### src/sv/fmba_pkg.sv
package fmba_pkg;

    localparam int MAX_ENTRIES = 4096;
    localparam int WORD_BITS   = 32;
    localparam int MAP_WORDS   = (MAX_ENTRIES + WORD_BITS - 1) / WORD_BITS;
    localparam int WORD_AW     = $clog2(MAP_WORDS);
    localparam int BIT_AW      = $clog2(WORD_BITS);

    // Field widths fixed by the interface.
    localparam int CMD_W    = 2;
    localparam int IDX_W    = 12;
    localparam int STATUS_W = 2;
    localparam int LIMIT_W  = 13;
    localparam int IN_W     = 16;
    localparam int OUT_W    = 16;

    localparam logic [LIMIT_W-1:0] LIMIT_RESET = LIMIT_W'(MAX_ENTRIES);

    typedef enum logic [CMD_W-1:0] {
        CMD_CLEAR = 2'd0,
        CMD_SET   = 2'd1,
        CMD_TEST  = 2'd2,
        CMD_ALLOC = 2'd3
    } cmd_code_t;

    typedef enum logic [STATUS_W-1:0] {
        STAT_OK    = 2'd0,
        STAT_FULL  = 2'd1,
        STAT_RANGE = 2'd2
    } status_t;

    typedef enum logic [1:0] {
        ST_IDLE,
        ST_BITOP,
        ST_SCAN
    } state_t;

    // Commands from the controller to the datapath.
    typedef struct packed {
        logic capture;
        logic rd_en;
        logic scan_step;
        logic finish;
    } ctrl_cmd_t;

    // Status from the datapath to the controller.
    typedef struct packed {
        logic in_alloc;
        logic scan_done;
        logic out_free;
    } dp_stat_t;

endpackage

### src/sv/fmba_ram.sv
module fmba_ram #(
    parameter int WIDTH = 32,
    parameter int DEPTH = 128
) (
    input  logic                     clk,
    input  logic                     we,
    input  logic [$clog2(DEPTH)-1:0] waddr,
    input  logic [WIDTH-1:0]         wdata,
    input  logic                     re,
    input  logic [$clog2(DEPTH)-1:0] raddr,
    output logic [WIDTH-1:0]         rdata
);

    logic [WIDTH-1:0] mem_reg [DEPTH];
    logic [WIDTH-1:0] rdata_reg;

    always_ff @(posedge clk)
    begin
        if (we)
        begin
            mem_reg[waddr] <= wdata;
        end
        if (re)
        begin
            rdata_reg <= mem_reg[raddr];
        end
    end

    assign rdata = rdata_reg;

endmodule

### src/sv/fmba_ctrl.sv
module fmba_ctrl (
    input  logic                clk,
    input  logic                rst_n,
    input  logic                s_tvalid,
    output logic                s_tready,
    input  fmba_pkg::dp_stat_t  stat,
    output fmba_pkg::ctrl_cmd_t cmd
);

    fmba_pkg::state_t state_reg;
    fmba_pkg::state_t state_next;

    always_ff @(posedge clk or negedge rst_n)
    begin
        if (!rst_n)
        begin
            state_reg <= fmba_pkg::ST_IDLE;
        end
        else
        begin
            state_reg <= state_next;
        end
    end

    always_comb
    begin
        state_next = state_reg;
        case (state_reg)
            fmba_pkg::ST_IDLE:
            begin
                if (s_tvalid)
                begin
                    state_next = stat.in_alloc ? fmba_pkg::ST_SCAN : fmba_pkg::ST_BITOP;
                end
            end
            fmba_pkg::ST_BITOP:
            begin
                if (stat.out_free)
                begin
                    state_next = fmba_pkg::ST_IDLE;
                end
            end
            fmba_pkg::ST_SCAN:
            begin
                if (stat.scan_done && stat.out_free)
                begin
                    state_next = fmba_pkg::ST_IDLE;
                end
            end
            default:
            begin
                state_next = fmba_pkg::ST_IDLE;
            end
        endcase
    end

    always_comb
    begin
        s_tready      = 1'b0;
        cmd.capture   = 1'b0;
        cmd.rd_en     = 1'b0;
        cmd.scan_step = 1'b0;
        cmd.finish    = 1'b0;
        case (state_reg)
            fmba_pkg::ST_IDLE:
            begin
                s_tready    = 1'b1;
                cmd.capture = s_tvalid;
                cmd.rd_en   = s_tvalid;
            end
            fmba_pkg::ST_BITOP:
            begin
                cmd.finish = stat.out_free;
            end
            fmba_pkg::ST_SCAN:
            begin
                // The scan keeps walking words while the result slot is busy;
                // it only waits once the answer is known.
                if (stat.scan_done)
                begin
                    cmd.finish = stat.out_free;
                end
                else
                begin
                    cmd.scan_step = 1'b1;
                    cmd.rd_en     = 1'b1;
                end
            end
            default:
            begin
                s_tready = 1'b0;
            end
        endcase
    end

endmodule

### src/sv/fmba_dp.sv
module fmba_dp (
    input  logic                                clk,
    input  logic                                rst_n,
    input  fmba_pkg::ctrl_cmd_t                 cmd,
    output fmba_pkg::dp_stat_t                  stat,
    input  logic [fmba_pkg::IN_W-1:0]           s_tdata,
    input  logic                                cfg_valid,
    input  logic [fmba_pkg::LIMIT_W-1:0]        cfg_data,
    output logic                                m_tvalid,
    input  logic                                m_tready,
    output logic [fmba_pkg::OUT_W-1:0]          m_tdata
);

    fmba_pkg::cmd_code_t                  in_cmd;
    logic [fmba_pkg::IDX_W-1:0]           in_idx;

    fmba_pkg::cmd_code_t                  cmd_reg;
    logic [fmba_pkg::IDX_W-1:0]           idx_reg;
    logic [fmba_pkg::WORD_AW-1:0]         scan_word_reg;
    logic [fmba_pkg::LIMIT_W-1:0]         limit_reg;
    logic [fmba_pkg::MAP_WORDS-1:0]       valid_reg;
    logic                                 rd_valid_reg;

    logic                                 out_valid_reg;
    fmba_pkg::status_t                    status_reg;
    logic                                 bit_reg;
    logic [fmba_pkg::IDX_W-1:0]           alloc_reg;

    logic [fmba_pkg::WORD_AW-1:0]         raddr;
    logic [fmba_pkg::WORD_AW-1:0]         waddr;
    logic [fmba_pkg::WORD_BITS-1:0]       ram_q;
    logic [fmba_pkg::WORD_BITS-1:0]       word;
    logic [fmba_pkg::WORD_BITS-1:0]       wdata;
    logic                                 wr_en;

    logic [fmba_pkg::LIMIT_W-1:0]         lim;
    logic [fmba_pkg::LIMIT_W-1:0]         base;
    logic [fmba_pkg::LIMIT_W-1:0]         remaining;
    logic [fmba_pkg::WORD_BITS-1:0]       free_mask;
    logic [fmba_pkg::BIT_AW-1:0]          free_pos;
    logic                                 found;
    logic                                 last_word;
    logic                                 in_range;
    logic [fmba_pkg::WORD_BITS-1:0]       bit_mask;
    logic [fmba_pkg::WORD_BITS-1:0]       alloc_mask;
    logic                                 out_free;

    fmba_pkg::status_t                    status_next;
    logic                                 bit_next;
    logic [fmba_pkg::IDX_W-1:0]           alloc_next;

    assign in_cmd = fmba_pkg::cmd_code_t'(s_tdata[fmba_pkg::CMD_W-1:0]);
    assign in_idx = s_tdata[fmba_pkg::CMD_W +: fmba_pkg::IDX_W];

    // Limits above the map capacity are clamped to it.
    assign lim = (limit_reg > fmba_pkg::LIMIT_RESET) ? fmba_pkg::LIMIT_RESET : limit_reg;

    always_comb
    begin
        if (cmd.capture)
        begin
            raddr = (in_cmd == fmba_pkg::CMD_ALLOC) ? '0
                                                    : in_idx[fmba_pkg::BIT_AW +: fmba_pkg::WORD_AW];
        end
        else
        begin
            raddr = fmba_pkg::WORD_AW'(scan_word_reg + 1'b1);
        end
    end

    fmba_ram #(
        .WIDTH (fmba_pkg::WORD_BITS),
        .DEPTH (fmba_pkg::MAP_WORDS)
    ) u_map (
        .clk   (clk),
        .we    (wr_en),
        .waddr (waddr),
        .wdata (wdata),
        .re    (cmd.rd_en),
        .raddr (raddr),
        .rdata (ram_q)
    );

    // A word never written since reset reads as all free.
    assign word = rd_valid_reg ? ram_q : '0;

    // Scan window: only bits below the limit may be handed out.
    assign base      = fmba_pkg::LIMIT_W'({scan_word_reg, {fmba_pkg::BIT_AW{1'b0}}});
    assign remaining = lim - base;
    assign last_word = (remaining <= fmba_pkg::LIMIT_W'(fmba_pkg::WORD_BITS));

    always_comb
    begin
        for (int b = 0; b < fmba_pkg::WORD_BITS; b++)
        begin
            free_mask[b] = !word[b] && (fmba_pkg::LIMIT_W'(b) < remaining);
        end
    end

    always_comb
    begin
        free_pos = '0;
        for (int b = fmba_pkg::WORD_BITS - 1; b >= 0; b--)
        begin
            if (free_mask[b])
            begin
                free_pos = fmba_pkg::BIT_AW'(b);
            end
        end
    end

    assign found      = |free_mask;
    assign in_range   = ({1'b0, idx_reg} < lim);
    assign bit_mask   = fmba_pkg::WORD_BITS'(1) << idx_reg[fmba_pkg::BIT_AW-1:0];
    assign alloc_mask = fmba_pkg::WORD_BITS'(1) << free_pos;
    assign out_free   = !out_valid_reg || m_tready;

    always_comb
    begin
        wr_en       = 1'b0;
        waddr       = idx_reg[fmba_pkg::BIT_AW +: fmba_pkg::WORD_AW];
        wdata       = word;
        status_next = fmba_pkg::STAT_OK;
        bit_next    = 1'b0;
        alloc_next  = '0;
        case (cmd_reg)
            fmba_pkg::CMD_CLEAR:
            begin
                wdata = word & ~bit_mask;
                wr_en = cmd.finish && in_range;
                if (!in_range)
                begin
                    status_next = fmba_pkg::STAT_RANGE;
                end
            end
            fmba_pkg::CMD_SET:
            begin
                wdata = word | bit_mask;
                wr_en = cmd.finish && in_range;
                if (!in_range)
                begin
                    status_next = fmba_pkg::STAT_RANGE;
                end
            end
            fmba_pkg::CMD_TEST:
            begin
                if (!in_range)
                begin
                    status_next = fmba_pkg::STAT_RANGE;
                end
                else
                begin
                    bit_next = word[idx_reg[fmba_pkg::BIT_AW-1:0]];
                end
            end
            default:
            begin
                waddr = scan_word_reg;
                wdata = word | alloc_mask;
                wr_en = cmd.finish && found;
                if (found)
                begin
                    alloc_next = fmba_pkg::IDX_W'({scan_word_reg, free_pos});
                end
                else
                begin
                    status_next = fmba_pkg::STAT_FULL;
                end
            end
        endcase
    end

    always_ff @(posedge clk or negedge rst_n)
    begin
        if (!rst_n)
        begin
            limit_reg     <= fmba_pkg::LIMIT_RESET;
            valid_reg     <= '0;
            out_valid_reg <= 1'b0;
        end
        else
        begin
            if (cfg_valid)
            begin
                limit_reg <= cfg_data;
            end
            if (wr_en)
            begin
                valid_reg[waddr] <= 1'b1;
            end
            if (cmd.finish)
            begin
                out_valid_reg <= 1'b1;
            end
            else if (m_tready)
            begin
                out_valid_reg <= 1'b0;
            end
        end
    end

    always_ff @(posedge clk)
    begin
        if (cmd.capture)
        begin
            cmd_reg       <= in_cmd;
            idx_reg       <= in_idx;
            scan_word_reg <= '0;
        end
        else if (cmd.scan_step)
        begin
            scan_word_reg <= scan_word_reg + 1'b1;
        end
        if (cmd.rd_en)
        begin
            rd_valid_reg <= valid_reg[raddr];
        end
        if (cmd.finish)
        begin
            status_reg <= status_next;
            bit_reg    <= bit_next;
            alloc_reg  <= alloc_next;
        end
    end

    assign stat.in_alloc  = (in_cmd == fmba_pkg::CMD_ALLOC);
    assign stat.scan_done = found || last_word;
    assign stat.out_free  = out_free;

    assign m_tvalid = out_valid_reg;
    assign m_tdata  = {1'b0, alloc_reg, bit_reg, status_reg};

endmodule

### src/sv/free_map_bit_allocator_core.sv
// Bitmap entry allocator: one used bit per entry, all free after reset, kept
// in a 128 x 32 word RAM whose never-written words read as free through a
// bank of per-word valid flops. Clear, set and test read their word as the
// item is accepted; clear and set then write it back once the output
// register is free. The allocate scan reads one bitmap word per cycle
// through the RAM read port (always at least one) and stops at the first
// word holding a free entry below the limit, or at the word where the limit
// ends, also while the output register is busy. A finished result sits in
// the output register until taken; the next item is taken once the current
// one has moved into that register. The limit register (cfg_data, reset 4096,
// clamped to 4096) may be written only while no item is in progress.
module free_map_bit_allocator_core (
    input  logic                              clk,
    input  logic                              rst_n,
    input  logic                              s_tvalid,
    output logic                              s_tready,
    // Fields from bit 0: command[1:0], entry_index[13:2], zero pad[15:14].
    input  logic [fmba_pkg::IN_W-1:0]         s_tdata,
    output logic                              m_tvalid,
    input  logic                              m_tready,
    // Fields from bit 0: status[1:0], bit_value[2], allocated_index[14:3], zero pad[15].
    output logic [fmba_pkg::OUT_W-1:0]        m_tdata,
    input  logic                              cfg_valid,
    output logic                              cfg_ready,
    input  logic [fmba_pkg::LIMIT_W-1:0]      cfg_data
);

    fmba_pkg::ctrl_cmd_t cmd;
    fmba_pkg::dp_stat_t  stat;

    assign cfg_ready = 1'b1;

    fmba_ctrl u_ctrl (
        .clk      (clk),
        .rst_n    (rst_n),
        .s_tvalid (s_tvalid),
        .s_tready (s_tready),
        .stat     (stat),
        .cmd      (cmd)
    );

    fmba_dp u_dp (
        .clk       (clk),
        .rst_n     (rst_n),
        .cmd       (cmd),
        .stat      (stat),
        .s_tdata   (s_tdata),
        .cfg_valid (cfg_valid),
        .cfg_data  (cfg_data),
        .m_tvalid  (m_tvalid),
        .m_tready  (m_tready),
        .m_tdata   (m_tdata)
    );

endmodule

### config.mk
export PLATFORM = sky130hd
export DESIGN_NAME = free_map_bit_allocator_core
export DESIGN_NICKNAME = d
export VERILOG_FILES = /design/src/sv/fmba_pkg.sv /design/src/sv/fmba_ram.sv /design/src/sv/fmba_ctrl.sv /design/src/sv/fmba_dp.sv /design/src/sv/free_map_bit_allocator_core.sv
export SDC_FILE = /design/constraint.sdc
export NUM_CORES = 2
export LEC_CHECK = 0
export BUFFER_PORTS_ARGS = -buffer_cell sky130_fd_sc_hd__buf_4
export CAP_MARGIN = 20
export CORE_MARGIN = 2
export CORE_UTILIZATION = 45
export DETAILED_ROUTE_END_ITERATION = 10
export SETUP_SLACK_MARGIN = 0.1
export SLEW_MARGIN = 30
export SYNTH_ARGS = -nofsm -noshare
export SYNTH_HDL_FRONTEND = slang
export SYNTH_SLANG_ARGS = --single-unit
### constraint.sdc
create_clock -name clk -period 10.3 [get_ports clk]
set_input_delay 1.545 -clock clk [delete_from_list [all_inputs] [get_ports clk]]
set_output_delay 1.545 -clock clk [all_outputs]
set_load 0.03 [all_outputs]
==> reports/qor.tcl <==
set qor(status) {finished clean}
set qor(stdcell_area_mm2) 0.196
set qor(syn_to_final_growth_pct) 12.2
set qor(power.ir.vdd_worst_v) 0.000209
set qor(arr_time_crit_path_ns) 8.11
set qor(first_pass_iters) 6
set qor(layout_cell_share_with_drive_strength_beyond_1_pct) 9.25
set qor(layout_net_count) 13700
set qor(post-route-min-period_ns) 7.51
set qor(maximum_achievable_frequency_mhz) 133
set qor(dr.first_iter.drc_count) 14500
set qor(wl_per_cell_um) 27.2
set qor(grt_start_max_net_pins) 158
set qor(postLayoutCoreUtil_pct) 50.8
set qor(hold_violations) 0
set qor(clock_latency_ns) 0.98
set qor(antenna_found_initial) 16
set qor(cts_resized) 0
set qor(postSynth.asyncResetShare_pct) 3.34
set qor(power.density_cell_area_mw_per_mm2) 228
set qor(numCtsBuffers) 431
set qor(globalRouteOverflowTotal) 0
set qor(netlist_top_cells_area) {edfxtp_1 71%, nand2_1 9.3%, nand3_1 4.6%}
set qor(die_y_um) 628
set qor(num_rows) 228
set qor(whs_ns) 0.470
set qor(synth.net_count) 13900
set qor(clock_sink_count) 4309
set qor(clk_root_buffer_cell) {clkbuf_16}
set qor(grt_setup_unrepaired) {no}
set qor(worst-r2r-setup-slack_ns) 2.79
set qor(worst-setup-path-type) {register to register}
set qor(place.gp.congestion) 0.915
set qor(preCtsSetupSlack_ns) 2.93
set qor(hp-class) {register to register}
set qor(critical_path_required_time_ns) 10.90
set qor(drc_errors) 0
set qor(critPathBufInv) 3
set qor(cp_slowest_cell) {dfstp_2}
set qor(totalNegativeSetupSlack_ns) 0
set qor(synthesis.instances) 13800
set qor(dieArea_mm2) 0.394
set qor(io_buffers) 48
set qor(drt-vias-per-instance) 5.95
set qor(relSlewSlack_pct) 22.6
set qor(critical_path.endpoint_type) {register}
set qor(coreArea_mm2) 0.386
set qor(drtAntennaViolNets) 0
set qor(grt_use_total_pct) 25.9
set qor(cpPeakStageDelay_ns) 0.80
set qor(route.final.wire_length_um) 521000
set qor(p_leak_uw) 0.0671
set qor(die_width_um) 628
set qor(ys.warnings.count) 0
set qor(cts_buffer_depth) 4
set qor(synthDominantAreaCellType) {edfxtp_1}
set qor(largest_register_ff_count) 4096
set qor(yosys_register_bits) 4309
set qor(place_area_mm2) 0.183
set qor(cp_top_family) {compound AO/OA/AOI/OAI gates}
set qor(syn-mean-instance-area_um2) 12.7
set qor(grt_first_pass_wirelength_um) 749000
set qor(worst_pin_slew_ns) 1.15
set qor(top_area_cell_type_share_of_the_netlist_area_pct) 71.4
set qor(finalSetupViolCount) 0
set qor(pin_count) 53
set qor(final.period_utilization_pct) 72.9
set qor(path_clk_slew_ns) 0.07
set qor(critical_path.max_fanout) 69
set qor(synth_area_mm2) 0.175
set qor(finalMaxSlewViolations) 0
set qor(tritoncts) {built}
set qor(holdBufCountCts) 0
set qor(synth-edff-count) 4158
set qor(post-dp-hpwl_um) 282000
set qor(skew_ns) 0.0443
set qor(detailroute.via_count) 114000
set qor(share_of_synthesized_area_occupied_by_flip_flops_and_latches_pct) 73.5
set qor(number_of_global_route_vias_before_repair) 107000
set qor(max-cap-violations) 0
set qor(floorplan.initialDensity_pct) 45.3
set qor(worst_setup_path_start_kind) {register}
set qor(synth-main-ff-cell) {edfxtp_1}
set qor(postLayoutSetupSlackWorst_ns) 2.79
set qor(synth.top_cells.by_count) {4,329 x nand2_1, 4,158 x edfxtp_1, 1,610 x nand3_1, 895 x clkbuf_1, 796 x a311oi_1}
set qor(post_synth_num_cell_types) 82
set qor(crit_top_cell) {buf_4}
set qor(yosys.cell_count.top_type) {nand2_1}
set qor(crit_chain) {nand2b_1, ha_1, inv_1, fa_1, a21o_1, a21oi_1, xor2_1, o21a_1, a41oi_1, a31o_2, a211o_1, nor4_1, nor3_2, buf_4, a2111oi_0, o22a_4, buf_4}
set qor(postCtsSetupBuffers) 0
set qor(h-tree-depth) 5
report_power, final:
| group | internal, uW | leakage [uW] | switching, uW | total, uW |
|---|---|---|---|---|
| clock network | 8190 | 0.00638 | 6550 | 14700 |
| logic | 2050 | 0.0205 | 7030 | 9080 |
| registers | 20800 | 0.0402 | 178 | 20900 |
| total | 31000 | 0.0671 | 13800 | 44800 |
per-stage QoR:
| stage | std cells | total power, uW |
|---|---|---|
| 2_1_floorplan | 13800 | 26100 |
| 3_3_place_gp | 18400 | 30100 |
| 3_5_place_dp | 18400 | 30300 |
| 4_1_cts | 19200 | 44800 |
| 5_1_grt | 19200 | 46100 |
| 6_report | 19200 | 44800 |
logic make-up (layout without fill, tap and decap cells):
group	count (synthesis)	after routing	share of synthesized area (%)
AND/OR/NAND/NOR	6819	6819	16.8
flip-flops	4309	4309	73.5
multiplexers	25	25	0.210
XOR/XNOR	13	13	0.0651
adder cells (fa/ha/maj)	27	27	0.197
buffers and inverters	1054	1257	2.35
AO/OA/AOI/OAI	1557	1557	6.92
other	2	10	0.00429
area by class of cell:
| class | instances | area (um2) |
|---|---|---|
| fill | 32700 | 190000 |
| sequential | 4309 | 129000 |
| multi-input combinational | 8443 | 43900 |
| clock buffer | 544 | 11400 |
| tap | 5175 | 6470 |
| timing repair buffer | 452 | 4240 |
| clock inverter | 229 | 1600 |
| inverter | 32 | 120 |
| antenna | 8 | 20.0 |
path summary, 6_finish.rpt:
path,startpoint,end,cells past startpoint
min in group asynchronous,rst_n,u_dp.limit_reg[11],1
hold / removal,u_dp.valid_reg[74],u_dp.valid_reg[74],1
hold reg to reg,u_dp.valid_reg[74],u_dp.valid_reg[74],1
setup / recovery,u_dp.limit_reg[12],u_dp.u_map.mem_reg[113][16],17
setup reg to reg,u_dp.limit_reg[12],u_dp.u_map.mem_reg[113][16],17
max in group asynchronous,rst_n,u_dp.valid_reg[26],2
placed cells by master, fill, tap and decap left out, drive strengths merged, types with 11 or more instances in the layout:
cell type and instances:
clkbuf 544, nand2b 23, nand3 1611, nor2 211, edfxtp 4158, mux2 13
a311oi 796, o21ai 50, a21oi 163, o21a 11, and2 16, clkinv 203
inv 37, ha 26, nor4 16, dfrtp 143, bufinv 16, a211oi 104
nand2 4329, and3 401, nor2b 13, o21bai 136, nand4 18, a21o 44
buf 452, a31oi 162, nor3 150
metal layers:
metal,track usage [%],vias up,routed length (um)
met1,35.8,57400,211000
met3,3.55,964,42700
met4,11.5,0,25400
li1,-,50800,-
met2,41.1,5003,242000
met5,0,-,0
No activity file was read; power rests on OpenSTA's default activity.
